### src/rtl/core/iwr_pkg.sv
// Package for the instruction window: field widths, opcodes, item and result
// types, and the command/status structs between controller and datapath.
// No dependencies.
package iwr_pkg;

	localparam int unsigned IWR_DEPTH_DEFAULT = 128;

	localparam int unsigned ADDR_W     = 48;
	localparam int unsigned OP_W       = 2;
	localparam int unsigned RW_W       = 4;
	localparam int unsigned RCNT_W     = 4;
	localparam int unsigned OCC_W      = 8;
	localparam int unsigned MAX_RETIRE = 8;
	localparam logic [RW_W-1:0] RW_RESET = 4'd4;

	localparam logic [OP_W-1:0] OP_INSERT = 2'd0;
	localparam logic [OP_W-1:0] OP_MARK   = 2'd1;
	localparam logic [OP_W-1:0] OP_RETIRE = 2'd2;

	typedef struct packed {
		logic [OP_W-1:0]   opcode;
		logic [ADDR_W-1:0] address;
		logic [ADDR_W-1:0] match_mask;
		logic              ready_on_insert;
	} iwr_item_t;

	typedef struct packed {
		logic              accepted;
		logic [RCNT_W-1:0] retired_count;
		logic [OCC_W-1:0]  occupancy;
		logic              is_full;
		logic              empty_flag;
	} iwr_result_t;

	typedef struct packed {
		logic [ADDR_W-1:0] address;
		logic              ready;
	} iwr_entry_t;

	// controller -> datapath
	typedef struct packed {
		logic latch_item;
		logic exec_insert;
		logic mark_init;
		logic mark_issue;
		logic ret_init;
		logic ret_issue;
		logic ret_pop;
		logic result_load;
	} iwr_cmd_t;

	// datapath -> controller
	typedef struct packed {
		logic [OP_W-1:0] op;
		logic            empty;
		logic            sweep_last;
		logic            head_ready;
		logic            ret_last;
		logic            ret_none;
		logic            out_free;
	} iwr_sts_t;

endpackage

### src/rtl/core/iwr_ctrl.sv
// Controller state machine of the instruction window.
// Depends on iwr_pkg; drives iwr_dp through iwr_cmd_t, reads iwr_sts_t.
module iwr_ctrl import iwr_pkg::*; (
	input  logic     clk,
	input  logic     arst_n,
	input  logic     item_valid,
	output logic     item_ready,
	input  iwr_sts_t sts,
	output iwr_cmd_t cmd
);

	localparam logic [2:0] S_IDLE     = 3'd0;
	localparam logic [2:0] S_EXEC     = 3'd1;
	localparam logic [2:0] S_MARK     = 3'd2;
	localparam logic [2:0] S_MARK_END = 3'd3;
	localparam logic [2:0] S_RET_RD   = 3'd4;
	localparam logic [2:0] S_RET_CHK  = 3'd5;
	localparam logic [2:0] S_DONE     = 3'd6;

	logic [2:0] state_q;
	logic [2:0] state_d;

	assign item_ready = (state_q == S_IDLE);

	always_comb begin
		cmd     = '0;
		state_d = state_q;
		unique case (state_q)
			S_IDLE: begin
				if (item_valid) begin
					cmd.latch_item = 1'b1;
					state_d        = S_EXEC;
				end
			end
			S_EXEC: begin
				unique case (sts.op)
					OP_INSERT: begin
						cmd.exec_insert = 1'b1;
						state_d         = S_DONE;
					end
					OP_MARK: begin
						if (sts.empty) begin
							state_d = S_DONE;
						end else begin
							cmd.mark_init = 1'b1;
							state_d       = S_MARK;
						end
					end
					OP_RETIRE: begin
						cmd.ret_init = 1'b1;
						state_d      = sts.ret_none ? S_DONE : S_RET_RD;
					end
					default: state_d = S_DONE;
				endcase
			end
			S_MARK: begin
				cmd.mark_issue = 1'b1;
				if (sts.sweep_last) begin
					state_d = S_MARK_END;
				end
			end
			// last compare and write-back happen in this cycle
			S_MARK_END: state_d = S_DONE;
			S_RET_RD: begin
				cmd.ret_issue = 1'b1;
				state_d       = S_RET_CHK;
			end
			S_RET_CHK: begin
				if (sts.head_ready) begin
					cmd.ret_pop = 1'b1;
					state_d     = sts.ret_last ? S_DONE : S_RET_RD;
				end else begin
					state_d = S_DONE;
				end
			end
			S_DONE: begin
				if (sts.out_free) begin
					cmd.result_load = 1'b1;
					state_d         = S_IDLE;
				end
			end
			default: state_d = S_IDLE;
		endcase
	end

	always_ff @(posedge clk or negedge arst_n) begin
		if (!arst_n) begin
			state_q <= S_IDLE;
		end else begin
			state_q <= state_d;
		end
	end

	a_one_item: assert property (@(posedge clk) disable iff (!arst_n)
		item_valid && item_ready |=> !item_ready)
		else $error("second item taken while one is in flight");

	a_load_free: assert property (@(posedge clk) disable iff (!arst_n)
		cmd.result_load |-> sts.out_free && state_q == S_DONE)
		else $error("result loaded over a waiting result");

	a_pop_after_read: assert property (@(posedge clk) disable iff (!arst_n)
		cmd.ret_pop |-> $past(cmd.ret_issue))
		else $error("retire pop without a fresh read");

endmodule

### config.mk
export PLATFORM = sky130hd
export DESIGN_NAME = iwr_ctrl
export DESIGN_NICKNAME = d
export VERILOG_FILES = /design/src/rtl/core/iwr_pkg.sv /design/src/rtl/core/iwr_ctrl.sv
export SDC_FILE = /design/constraint.sdc
export NUM_CORES = 1
export LEC_CHECK = 0
export ABC_AREA = 1
export BUFFER_PORTS_ARGS = -buffer_cell sky130_fd_sc_hd__buf_2
export CORE_AREA = 2 2 39 41
export DETAILED_ROUTE_END_ITERATION = 10
export DIE_AREA = 0 0 41 43
export PLACE_DENSITY = 0.6
export SYNTH_ARGS = -nofsm -noshare
export SYNTH_HDL_FRONTEND = slang
export SYNTH_SLANG_ARGS = --single-unit
### constraint.sdc
create_clock -name clk -period 1.5 [get_ports clk]
set_clock_uncertainty 0.05 [all_clocks]
set_input_delay 0 -clock clk [delete_from_list [all_inputs] [get_ports clk]]
set_output_delay 0 -clock clk [all_outputs]
set_load 0.02 [all_outputs]
* Word-level counts from Yosys, hierarchy flattened
Index checks and enable logic that the tools add are counted.
** Storage, ports and cells
- Flip-flop bits (word level) :: 3
- Input port bits :: 11
- Output and inout bits :: 9
- Word-level logic and storage cells :: 38
** Cells by class
- Equality and inequality tests :: 11
- Muxes and demuxes :: 23
- Reduce and logical (&&, ||, !) cells :: 3
** Operators with widths (number)
- $pmux W3 S7 :: 1
- $mux W1 :: 13
- $mux W3 :: 4
- $eq A3 B3 Y1 const B :: 3
- $mux W2 :: 4
- $eq A3 B2 Y1 const B :: 2
- $ne A2 B2 Y1 const B :: 3
- $pmux W3 S2 :: 1
- $eq A3 B1 Y1 const B :: 1
- $logic_not A3 Y1 :: 1
- $reduce_and A3 Y1 :: 1
- $eq A2 B1 Y1 const B :: 1
- $eq A2 B2 Y1 const B :: 1
- $logic_not A2 Y1 :: 1

* Longest topological paths before layout
- Depth after elaboration :: 3
- Depth in mapped cells :: 8
- Depth with buffers taken out :: 8

* Least setup slack after synthesis
No wires, ideal clock.
- Path kind :: reg-to-output
- From :: register state_q[0]
- To :: output cmd[7] (netlist name)
- Data arrival time :: 1.120 ns
- Required time :: 1.450 ns
- Setup slack :: 0.330 ns
- Cell stages (with the launch flop) :: 5
- Buffers on the path :: 1
- Cell sequence :: dfrtp_1 buf_6 nor2_1 inv_1 nor3_1
** RTL lines
- start, declared :: line iwr_ctrl.sv:20 : logic [2:0] state_q;
- start signal, assigned :: line iwr_ctrl.sv:90 : state_q <= state_d;
- end, declared :: line iwr_ctrl.sv:9 : output iwr_cmd_t cmd

==> impl_results.md <==
- Max transition margin: 83.7%
- Routability cong.: 0.753
- Family with the most delay on the worst path: flip-flops
- Cell count after synthesis: 59
- Global-route wire length before repair: 1350 um
- Combinational group share of total power: 56.1%
- Syn Nets: 74
- Worst Tran Pin Value: 244 ps
- Most frequent cells after synthesis: inv_1 (12), nand2_1 (9), nor2_1 (9)
- CP endpoint kind: output pin
- Net Sw Frac: 52.7%
- Ys flop type: dfrtp_1
- Largest net degree at the start of global routing: 9
- Ant. Diodes: 0
- Post-Synth XOR/XNOR Area: 0%
- Seq pwr share: 26.2%
- Internal power: 0.401 mW
- Layout area overhead: 38.3%
- Via count: 430
- Data arrival, critical path: 1330 ps
- Final hold vios: 0
- Post-Syn Area per Cell: 6.43 sq um
- Netlist cell types: 17
- Max-cap violations: 0
- Largest stage delay, worst path: 440 ps
- GRT Overall Usage: 11.1%
- Yosys top cell by area: dfrtp_1
- Minimum clock period: 1380 ps
- Seq/Total Area, Yosys: 19.8%
- Multiplexer share of the synthesized area: 0%
- Clk pwr share: 17.7%
- Yosys reg bits: 3
- CTS tree: built
- Critical Path RT: 1450 ps
- Top Registers: state_q: 3 flops
- Hold Slack: 31.2 ps
- DIE HEIGHT: 43 um
- Total number of yosys warnings: 0
- Post-DP Area: 483 sq um
- Max Slew Vio Count: 0
- Crit path buffers/inverters: 3
- Slowest CP cell: dfrtp_2
- Antenna violations before repair: 0
- Fmax: 0.723 GHz
- Worst-Skew Late Latency: 240 ps
- 1st-iter DRT viols: 6
- VDD IR max: 0.600 mV
- P_sw: 0.446 mW
- Starting Density: 27.4%
- CORE AREA: 1380 sq um
- Grt ovf: 0
- Startpoint types: flop
- Synth top area cells: dfrtp_1 (20%), ha_1 (13%), inv_1 (12%)
- Fin area: 524 sq um
- Drt pass-1 iters: 4
- Share of layout cells above drive strength 1: 40.2%
- Layout Nets: 98
- WS Path Type: reg -> out
- Drt wl/cell: 8.41 um
- CTS Buf Count: 3
- Lkg Pwr: 0.302 nW
- CTS Sinks: 3
- RSZ-0062 raised after global routing: no
- Dpl hpwl: 680 um
- Clock Path Buffers: 2
- Post-synthesis compound-gate area fraction: 3.96%
- Critical path cell sequence: inv_1 -> nand2_1 -> nor2_2 -> inv_1 -> nor3_2 -> buf_2
- Post-Synth Simple-Gate Area: 47.2%
- Reg-to-Reg Start: state_q[2]
- Tot Pwr: 0.848 mW
- Status: finished, final reports clean
- Final period utilization: 92.2%
- Number of fillers in the final layout: 152
- Clock-pin transition on the worst setup and hold timing paths: 50 ps
- Most frequent CP cell: inv_1
- # H-tree levels: 1
- Die area: 1760 sq um
- Final setup fails: 0
- Top-count cell post-synth: inv_1
- Post-synthesis adder-cell area fraction: 13.2%
- Drt drc: 0
- Synth top area share: 19.8%
- Asr flop ratio synth: 100%
- Synthesized area: 379 sq um
- Port-buffer cells: 19
- Final wirelength: 824 um
- Cell row count: 14
- Crit path from: state_q[1]
- Die extent in x: 41 um
- Setup bufs post-CTS: 0
- Largest family of logic cells by synthesized area: simple AND/OR/NAND/NOR gates
- Crit path max fanout: 6
- Vias in the first global route: 370
- DRT antenna net count: 0
- CTS root buf: clkbuf_4
- HP Class: in -> async
- Max reg flops: 3
- Reg with most FFs: state_q
- Fin Setup TNS: 0 ps
- Post-synth EDFFs: 0
- Vias per cell: 4.39
- Pwr Density: 1620 nW/um^2
- Num ports: 20
-- per-stage QoR --
step,utilization [%],instances,setup slack (ps)
floorplan,-,59,330
global placement,34.9,93,262
detailed placement,34.9,93,252
CTS,37.6,98,28.1
global route,37.9,98,7.81
finish,37.9,98,118
-- kinds of logic (layout without fill, tap and decap cells) --
kind of cell / after synthesis / count (layout)
fa+ha+maj: 4 / 4
buf+inv: 14 / 37
simple gates: 35 / 35
compound gates: 3 / 3
flops: 3 / 3
-- power by group through the flow --
stage          sequential, mW  combinational (mW)  clock [mW]
2_1_floorplan           0.172               0.414           0
3_3_place_gp            0.217               0.475           0
3_5_place_dp            0.217               0.470           0
4_1_cts                 0.217               0.481       0.148
5_1_grt                 0.234               0.540       0.156
6_report                0.222               0.476       0.150
-- routing by layer --
| metal | track usage, % | part of all wire (%) |
|---|---|---|
| met5 | 0 | 0 |
| met4 | 8.00 | 1.6 |
| met1 | 15.2 | 47 |
| met2 | 15.0 | 43 |
| met3 | 1.57 | 8.0 |
-- worst register-to-register path, stage by stage, from the launching register on --
cell	delay [ps]
dfrtp_1	450
inv_2	140
nand2_2	90
nor3_4	150
nor2_1	70
nand2_1	50
nand2_1	40
-- cells in the final DEF, fill, tap and decap left out --
cell / n
nand2_1: 9
nor3_4: 1
inv_2: 1
nand4_1: 1
dfrtp_2: 2
nor3b_1: 1
nor3_2: 1
clkbuf_4: 3
nor2_1: 8
a21oi_1: 2
nor3_1: 3
clkbuf_1: 1
inv_1: 12
nand3_1: 5
nand2_2: 4
dlygate4sd3_1: 1
dfrtp_1: 1
o21ai_0: 1
ha_1: 4
nor2_2: 2
buf_2: 19
-- timing repair --
item,4_1_cts,5_1_grt
hold buffers,1,0
hold endpoints to repair,3,0
endpoints found under the setup margin,1,3
resized for setup,1,2
-- area by class of cell --
type                            instances  area, sq um  area share [%]
Clock buffer                            4         26.3            5.01
Inverter                               13         48.8            9.31
Multi-Input combinational cell         42          246            47.0
Sequential cell                         3         77.6            14.8
Tap cell                               16         20.0            3.82
Timing Repair Buffer                   20          105            20.0
-- worst paths after layout --
| kind | to | slack [ps] | cells after the start |
|---|---|---|---|
| hold reg to reg | state_q[2] | 570 | 2 |
| setup / recovery | cmd[5] | 120 | 6 |
| setup reg to reg | state_q[1] | 320 | 6 |
| hold / removal | state_q[2] | 30 | 2 |
| min in group clk | state_q[2] | 50 | 5 |
| max in group asynchronous | state_q[1] | 1230 | 2 |
(Power assumes the default switching activity.)
